`config.mk`:
```
export PLATFORM = sky130hd
export DESIGN_NAME = sync_length_checksum_deframer_core_flat
export DESIGN_NICKNAME = d
export VERILOG_FILES = /design/src/sv/slcd_pkg.sv /design/src/sv/slcd_ifs.sv /design/src/sv/sync_length_checksum_deframer_core.sv /design/src/flat_wrapper.sv
export SDC_FILE = /design/constraint.sdc
export NUM_CORES = 1
export LEC_CHECK = 0
export BUFFER_PORTS_ARGS = -buffer_cell sky130_fd_sc_hd__buf_2
export CAP_MARGIN = 15
export CORE_MARGIN = 5
export CORE_UTILIZATION = 40
export CTS_CLUSTER_DIAMETER = 30
export DETAILED_ROUTE_END_ITERATION = 8
export GPL_ROUTABILITY_DRIVEN = 0
export SETUP_SLACK_MARGIN = 0.02
export SLEW_MARGIN = 10
export SYNTH_ARGS = -nofsm -noshare
export SYNTH_HDL_FRONTEND = slang
export SYNTH_SLANG_ARGS = --single-unit
```
`constraint.sdc`:
```
create_clock -name clk -period 4.5 [get_ports clk]
set_input_delay 0.225 -clock clk [delete_from_list [all_inputs] [get_ports clk]]
set_output_delay 0.225 -clock clk [all_outputs]
set_load 0.05 [all_outputs]
```
`src/sv/slcd_pkg.sv`:
```
// ----------------------------------------------------------------------------
// slcd_pkg
// Shared types and constants for the sync/length/checksum deframer.
// ----------------------------------------------------------------------------
package slcd_pkg;

    localparam int unsigned WORD_W     = 32;
    localparam int unsigned CAP_BYTE_W = 18;
    localparam int unsigned CAP_WORD_W = 17;
    localparam int unsigned INDEX_W    = 16;
    localparam int unsigned STATUS_W   = 3;
    localparam int unsigned PADDR_W    = 3;

    localparam logic [CAP_BYTE_W-1:0] CAP_BYTES_RESET = 18'd4096;

    // Register byte addresses on the configuration port.
    localparam logic [PADDR_W-1:0] ADDR_SYNC_WORD = 3'd0;
    localparam logic [PADDR_W-1:0] ADDR_CAP_BYTES = 3'd4;

    typedef enum logic [STATUS_W-1:0] {
        ST_WAIT_SYNC = 3'd0,
        ST_WAIT_LEN  = 3'd1,
        ST_PAYLOAD   = 3'd2,
        ST_WAIT_SUM  = 3'd3,
        ST_COMPLETE  = 3'd4
    } parse_state_t;

endpackage

```
`src/sv/slcd_ifs.sv`:
```
// ----------------------------------------------------------------------------
// slcd_ifs
// Valid/ready channels carrying mailbox words in and deframer results out.
// ----------------------------------------------------------------------------
interface slcd_in_if
    import slcd_pkg::*;
();
    logic              valid;
    logic              ready;
    logic [WORD_W-1:0] word_in;

    modport source (output valid, output word_in, input ready);
    modport sink   (input valid, input word_in, output ready);
endinterface

interface slcd_out_if
    import slcd_pkg::*;
();
    logic                valid;
    logic                ready;
    logic [STATUS_W-1:0] parse_status;
    logic                store_valid;
    logic [INDEX_W-1:0]  store_index;
    logic [WORD_W-1:0]   store_word;
    logic                checksum_error;
    logic [WORD_W-1:0]   message_bytes;

    modport source (
        output valid, output parse_status, output store_valid, output store_index,
        output store_word, output checksum_error, output message_bytes,
        input ready
    );
    modport sink (
        input valid, input parse_status, input store_valid, input store_index,
        input store_word, input checksum_error, input message_bytes,
        output ready
    );
endinterface

```
`src/sv/sync_length_checksum_deframer_core.sv`:
```
// ----------------------------------------------------------------------------
// sync_length_checksum_deframer_core
// Deframes sync word / length / payload / checksum frames from mailbox words.
// ----------------------------------------------------------------------------
//  Channel   Direction  Beat contents
//  in_ch     sink       word_in
//  out_ch    source     parse_status, store_valid, store_index, store_word,
//                       checksum_error, message_bytes
//  APB       slave      sync_word (0x0), buffer_capacity_bytes (0x4)
//
// One beat in gives one beat out in the next cycle, and a beat is taken every
// cycle. The frame state and the result register are updated at the same edge.
// in_ch.ready drops only while a result is held and out_ch.ready is low.
// Reset returns the parser to waiting for sync and restores the APB registers.
// ----------------------------------------------------------------------------
module sync_length_checksum_deframer_core
    import slcd_pkg::*;
(
    input  logic                 clk,
    input  logic                 rst_n,
    slcd_in_if.sink              in_ch,
    slcd_out_if.source           out_ch,
    input  logic                 psel,
    input  logic                 penable,
    input  logic                 pwrite,
    input  logic [PADDR_W-1:0]   paddr,
    input  logic [WORD_W-1:0]    pwdata,
    output logic [WORD_W-1:0]    prdata,
    output logic                 pready
);

    logic [WORD_W-1:0]     sync_word_reg;
    logic [CAP_BYTE_W-1:0] cap_bytes_reg;

    parse_state_t      state_reg, state_next;
    logic [WORD_W-1:0] cursor_reg, cursor_next;
    logic [WORD_W-1:0] sum_reg, sum_next;
    logic [WORD_W-1:0] expected_reg, expected_next;

    logic                out_valid_reg;
    logic [STATUS_W-1:0] status_reg;
    logic                st_valid_reg, st_valid_next;
    logic [INDEX_W-1:0]  st_index_reg, st_index_next;
    logic [WORD_W-1:0]   st_word_reg, st_word_next;
    logic                err_reg, err_next;
    logic [WORD_W-1:0]   bytes_reg, bytes_next;

    logic                  cfg_write;
    logic [CAP_WORD_W-1:0] cap_words;
    logic [WORD_W-1:0]     cursor_inc;
    logic                  accept;

    assign pready    = 1'b1;
    assign cfg_write = psel && penable && pwrite;

    always_ff @(posedge clk or negedge rst_n)
    begin
        if (!rst_n)
        begin
            sync_word_reg <= '0;
            cap_bytes_reg <= CAP_BYTES_RESET;
        end
        else if (cfg_write)
        begin
            if (paddr[2] == ADDR_CAP_BYTES[2])
            begin
                cap_bytes_reg <= pwdata[CAP_BYTE_W-1:0];
            end
            else
            begin
                sync_word_reg <= pwdata;
            end
        end
    end

    always_comb
    begin
        if (paddr[2] == ADDR_CAP_BYTES[2])
        begin
            prdata = {{(WORD_W-CAP_BYTE_W){1'b0}}, cap_bytes_reg};
        end
        else
        begin
            prdata = sync_word_reg;
        end
    end

    assign cap_words  = CAP_WORD_W'(({1'b0, cap_bytes_reg} + 19'd3) >> 2);
    assign cursor_inc = cursor_reg + 32'd1;
    assign in_ch.ready = !out_valid_reg || out_ch.ready;
    assign accept      = in_ch.valid && in_ch.ready;

    always_comb
    begin
        state_next    = state_reg;
        cursor_next   = cursor_reg;
        sum_next      = sum_reg;
        expected_next = expected_reg;
        st_valid_next = 1'b0;
        st_index_next = '0;
        st_word_next  = '0;
        err_next      = 1'b0;
        bytes_next    = '0;
        unique case (state_reg)
            ST_WAIT_LEN:
            begin
                expected_next = in_ch.word_in;
                state_next    = ST_PAYLOAD;
            end
            ST_PAYLOAD:
            begin
                if (cursor_reg < {{(WORD_W-CAP_WORD_W){1'b0}}, cap_words})
                begin
                    st_valid_next = 1'b1;
                    st_index_next = cursor_reg[INDEX_W-1:0];
                    st_word_next  = in_ch.word_in;
                end
                sum_next    = sum_reg + in_ch.word_in;
                cursor_next = cursor_inc;
                if (cursor_inc >= expected_reg)
                begin
                    state_next = ST_WAIT_SUM;
                end
            end
            ST_WAIT_SUM:
            begin
                if (in_ch.word_in != sum_reg)
                begin
                    err_next   = 1'b1;
                    state_next = ST_WAIT_SYNC;
                end
                else
                begin
                    state_next = ST_COMPLETE;
                    bytes_next = {cursor_reg[WORD_W-3:0], 2'b00};
                end
            end
            default:
            begin
                if (in_ch.word_in == sync_word_reg)
                begin
                    cursor_next = '0;
                    sum_next    = '0;
                    state_next  = ST_WAIT_LEN;
                end
                else
                begin
                    state_next = ST_WAIT_SYNC;
                end
            end
        endcase
    end

    always_ff @(posedge clk or negedge rst_n)
    begin
        if (!rst_n)
        begin
            state_reg     <= ST_WAIT_SYNC;
            cursor_reg    <= '0;
            sum_reg       <= '0;
            expected_reg  <= '0;
            out_valid_reg <= 1'b0;
        end
        else
        begin
            if (accept)
            begin
                state_reg    <= state_next;
                cursor_reg   <= cursor_next;
                sum_reg      <= sum_next;
                expected_reg <= expected_next;
            end
            if (in_ch.ready)
            begin
                out_valid_reg <= in_ch.valid;
            end
        end
    end

    always_ff @(posedge clk)
    begin
        if (accept)
        begin
            status_reg   <= state_next;
            st_valid_reg <= st_valid_next;
            st_index_reg <= st_index_next;
            st_word_reg  <= st_word_next;
            err_reg      <= err_next;
            bytes_reg    <= bytes_next;
        end
    end

    assign out_ch.valid          = out_valid_reg;
    assign out_ch.parse_status   = status_reg;
    assign out_ch.store_valid    = st_valid_reg;
    assign out_ch.store_index    = st_index_reg;
    assign out_ch.store_word     = st_word_reg;
    assign out_ch.checksum_error = err_reg;
    assign out_ch.message_bytes  = bytes_reg;

endmodule
```
`src/flat_wrapper.sv`:
```
// flat-port wrapper written by rule: the top's interface ports become plain ports
module sync_length_checksum_deframer_core_flat import slcd_pkg::*;
  (clk, rst_n, psel, penable, pwrite, paddr, pwdata, prdata, pready, in_ch_valid, in_ch_word_in, in_ch_ready, out_ch_valid, out_ch_parse_status, out_ch_store_valid, out_ch_store_index, out_ch_store_word, out_ch_checksum_error, out_ch_message_bytes, out_ch_ready);
  slcd_in_if in_ch_i ();
  slcd_out_if out_ch_i ();
  input  logic clk;
  input  logic rst_n;
  input  logic psel;
  input  logic penable;
  input  logic pwrite;
  input  logic [PADDR_W-1:0] paddr;
  input  logic [WORD_W-1:0] pwdata;
  output logic [WORD_W-1:0] prdata;
  output logic pready;
  input wire logic [$bits(in_ch_i.valid)-1:0] in_ch_valid;
  input wire logic [$bits(in_ch_i.word_in)-1:0] in_ch_word_in;
  output wire logic [$bits(in_ch_i.ready)-1:0] in_ch_ready;
  output wire logic [$bits(out_ch_i.valid)-1:0] out_ch_valid;
  output wire logic [$bits(out_ch_i.parse_status)-1:0] out_ch_parse_status;
  output wire logic [$bits(out_ch_i.store_valid)-1:0] out_ch_store_valid;
  output wire logic [$bits(out_ch_i.store_index)-1:0] out_ch_store_index;
  output wire logic [$bits(out_ch_i.store_word)-1:0] out_ch_store_word;
  output wire logic [$bits(out_ch_i.checksum_error)-1:0] out_ch_checksum_error;
  output wire logic [$bits(out_ch_i.message_bytes)-1:0] out_ch_message_bytes;
  input wire logic [$bits(out_ch_i.ready)-1:0] out_ch_ready;
  assign in_ch_i.valid = in_ch_valid;
  assign in_ch_i.word_in = in_ch_word_in;
  assign in_ch_ready = in_ch_i.ready;
  assign out_ch_valid = out_ch_i.valid;
  assign out_ch_parse_status = out_ch_i.parse_status;
  assign out_ch_store_valid = out_ch_i.store_valid;
  assign out_ch_store_index = out_ch_i.store_index;
  assign out_ch_store_word = out_ch_i.store_word;
  assign out_ch_checksum_error = out_ch_i.checksum_error;
  assign out_ch_message_bytes = out_ch_i.message_bytes;
  assign out_ch_i.ready = out_ch_ready;
  sync_length_checksum_deframer_core u_core (.clk(clk), .rst_n(rst_n), .in_ch(in_ch_i), .out_ch(out_ch_i), .psel(psel), .penable(penable), .pwrite(pwrite), .paddr(paddr), .pwdata(pwdata), .prdata(prdata), .pready(pready));
endmodule
```
==> impl_results.md <==
* Peak VDD IR at 316.9 uV
* Layout filler cell count at 2775
* Critical Setup Path Class: flip-flop to flip-flop
* Type of origin of the critical path: flip-flop
* Syn Std Cell Area at 12720 um2
* Slew @ Worst Pin at 1092 ps
* Worst hold path type: input port to flip-flop
* Placed Cells at 1674
* Root buf cell: clkbuf_16
* First-pass GRT wire length at 54570 um
* Placed cell areas at 14080 um2
* Die Footprint at 35460 um2
* Vias at 9470
* RSZ-0062 raised after global routing: no
* Largest net degree at the start of global routing at 86
* Gate Count Post-Synth at 1119
* Vias/cell at 5.209
* FMAX at 242.5 MHz
* Fin cells at 1818
* Power share of the combinational group at 14.8%
* Reg2reg path depth at 18
* DPL Wire Length at 24560 um
* Port bufs at 188
* Fin Setup TNS at 0 ps
* Clock buffers created by TritonCTS at 56
* Area grow syn2layout at 29.98%
* Detail Route Antenna Nets at 0
* Hold path cells at 2
* Hold Slack at 25.50 ps
* Final max-slew violation count at 0
* Pre-CTS WS at 365.2 ps
* Seq pwr share at 31.6%
* Sw frac at 28.26%
* Nature of the critical path endpoint: flip-flop
* Clk network pwr share at 53.6%
* Max clock buf depth at 3
* Skew-Pair Late Insertion Delay at 560 ps
* Number of synthesized flops with an enable pin at 83
* Mean Syn Cell Area at 11.36 um2
* Initial Utilization at 40.40%
* Max-Cap Viols at 0
* DR WL/cell at 19.15 um
* Status: completed
* Period Utilization, post-route at 91.62%
* Initial DRC Count at 402
* Overflow after GRT at 0
* Internal power at 5.738 mW
* Net switching power at 2.260 mW
* Die X at 188.3 um
* Total power draw at 7.998 mW
* Antenna violations before repair at 1
* Nets at 1523
* Slew margin rel. at 27.19%
* Ports at 194
* Routed wire length at 34820 um
* Post-route cell area at 16530 um2
* Register area share after synthesis at 49.13%
* Row cnt at 65
* Arrival time at the worst endpoint at 4560 ps
* Yosys reg bits at 233
* GRT Util Overall at 19.30%
* Die Ht at 188.3 um
* Core ar. at 31470 um2
* Post-CTS Setup Repair Bufs at 0
* Clock transition at the registers of the reported paths at 60 ps
* Antenna cells at 0
* Slack of the critical path at 377.1 ps
* Predominant post-synthesis flop cell: dfrtp_1
* Setup-failing EPs final at 0
* Static Leakage at 7.682 nW
* Distinct cells, synth at 61
* Number of global-route vias before repair at 9613
* Layout cell share with drive strength beyond 1 at 29.24%
* Clock Sinks at 233
* Final hold vios at 0
* Post-synthesis async set-or-reset flop share at 64.38%
* Worst-path fanout max at 9
* Max H-tree Level at 2
* Final min period at 4123 ps
* Clock tree skew after final layout at 15.72 ps
* Power Dens Cells at 483.9 nW/um2
* Worst endpoint required time at 4940 ps
* Core Util, Final at 52.51%
* DRC at 0
* Iteration count of the initial detailed-routing pass at 4
* Syn. warnings at 0
* TritonCTS clock tree: done
## critical path, cell delays in order, from the launching register on
cell	delay, ps
dfrtp_1	490
ha_1	230
nand3_1	130
nor2_1	260
nand3_1	210
nor2_1	220
nand4_1	230
nor2_1	190
xor2_1	230
ha_1	280
nor2b_1	130
o21ai_0	160
nand2b_1	110
a211oi_1	340
o2111a_1	230
o21ai_0	80
nand2_1	120
a21oi_1	90
mux2_2	280
## logic make-up after synthesis
logic type | after synthesis | share of synthesized area [%]
compound gates | 204 | 10.74
xor+xnor | 103 | 7.094
fa+ha+maj | 81 | 8.029
buf+inv | 91 | 2.903
flops | 233 | 49.13
mux | 103 | 9.111
other cells | 2 | 0.05906
simple gates | 302 | 12.94
## cell type report
class	instances	area [um2]	area share (%)
multi-input cells	796	6133	37.11
repair buffers	238	1430	8.653
inverters	43	162.7	0.9841
clock inverters	38	469.2	2.839
well taps	402	503.0	3.043
clock buffers	68	1583	9.576
flip-flops and latches	233	6247	37.80
## repair_timing
item                                    CTS  global route
endpoints found under the setup margin    0            15
resized for setup                         0             2
hold buffers                             38             0
hold endpoints to repair                117             0
## routing by layer
metal,share of wire [%],GRT usage [%]
met4,3.4,7.007
met2,47,31.58
met5,0.020,0
met1,44,25.40
met3,5.4,4.168
## cell usage after synthesis, types with 6 or more instances
| cell | instances | area [um2] |
|---|---|---|
| xnor2_1 | 44 | 385.4 |
| a21o_1 | 38 | 285.3 |
| and3_1 | 8 | 50.05 |
| dfrtp_1 | 149 | 3729 |
| mux2_2 | 102 | 1149 |
| xor2_1 | 59 | 516.8 |
| a31oi_1 | 7 | 43.79 |
| nor2_1 | 32 | 120.1 |
| a22o_1 | 27 | 236.5 |
| nand2_1 | 60 | 225.2 |
| a21oi_1 | 36 | 180.2 |
| o21a_1 | 10 | 75.07 |
| nor4_1 | 20 | 125.1 |
| nor3_1 | 12 | 60.06 |
| edfxtp_1 | 83 | 2492 |
| nand4_1 | 22 | 137.6 |
| or3_1 | 6 | 37.54 |
| ha_1 | 80 | 1001 |
| and2_1 | 81 | 506.7 |
| inv_1 | 43 | 161.4 |
| clkbuf_1 | 38 | 142.6 |
| nand3_1 | 26 | 130.1 |
| nor2b_1 | 18 | 112.6 |
| nand2b_1 | 9 | 56.30 |
| o21ai_0 | 48 | 240.2 |
## path summary, 6_finish.rpt
| path | from | end | slack, ps |
|---|---|---|---|
| worst min-delay path | in_ch_word_in[24] | u_core.expected_reg[24] | 30 |
| worst max-delay path | u_core.cursor_reg[0] | u_core.state_reg[0] | 380 |
| worst min register to register | u_core.sum_reg[27] | u_core.sum_reg[27] | 480 |
| worst max register to register | u_core.cursor_reg[0] | u_core.state_reg[0] | 380 |
| max in group asynchronous | rst_n | u_core.expected_reg[0] | 3190 |
| min in group asynchronous | rst_n | u_core.cursor_reg[26] | 270 |
## power by group through the flow
stage / Clock (mW) / Sequential (mW) / Combinational (mW)
after floorplan: 0 / 2.61 / 0.742
after global placement: 0 / 2.55 / 1.15
after detailed placement: 0 / 2.56 / 1.16
after CTS: 4.36 / 2.53 / 1.20
after global routing: 4.47 / 2.55 / 1.28
final: 4.28 / 2.53 / 1.19
## placed cells by master (no fill, tap or decap), types with 38 or more instances in the layout
cell type,instances
and2_1,81
inv_1,42
xor2_1,59
ha_1,80
nand2_1,60
edfxtp_1,83
a21o_1,38
clkbuf_16,61
dlygate4sd3_1,38
xnor2_1,44
dfrtp_1,149
o21ai_0,48
mux2_2,102
buf_2,187
Power figures use the tool's default switching activity.
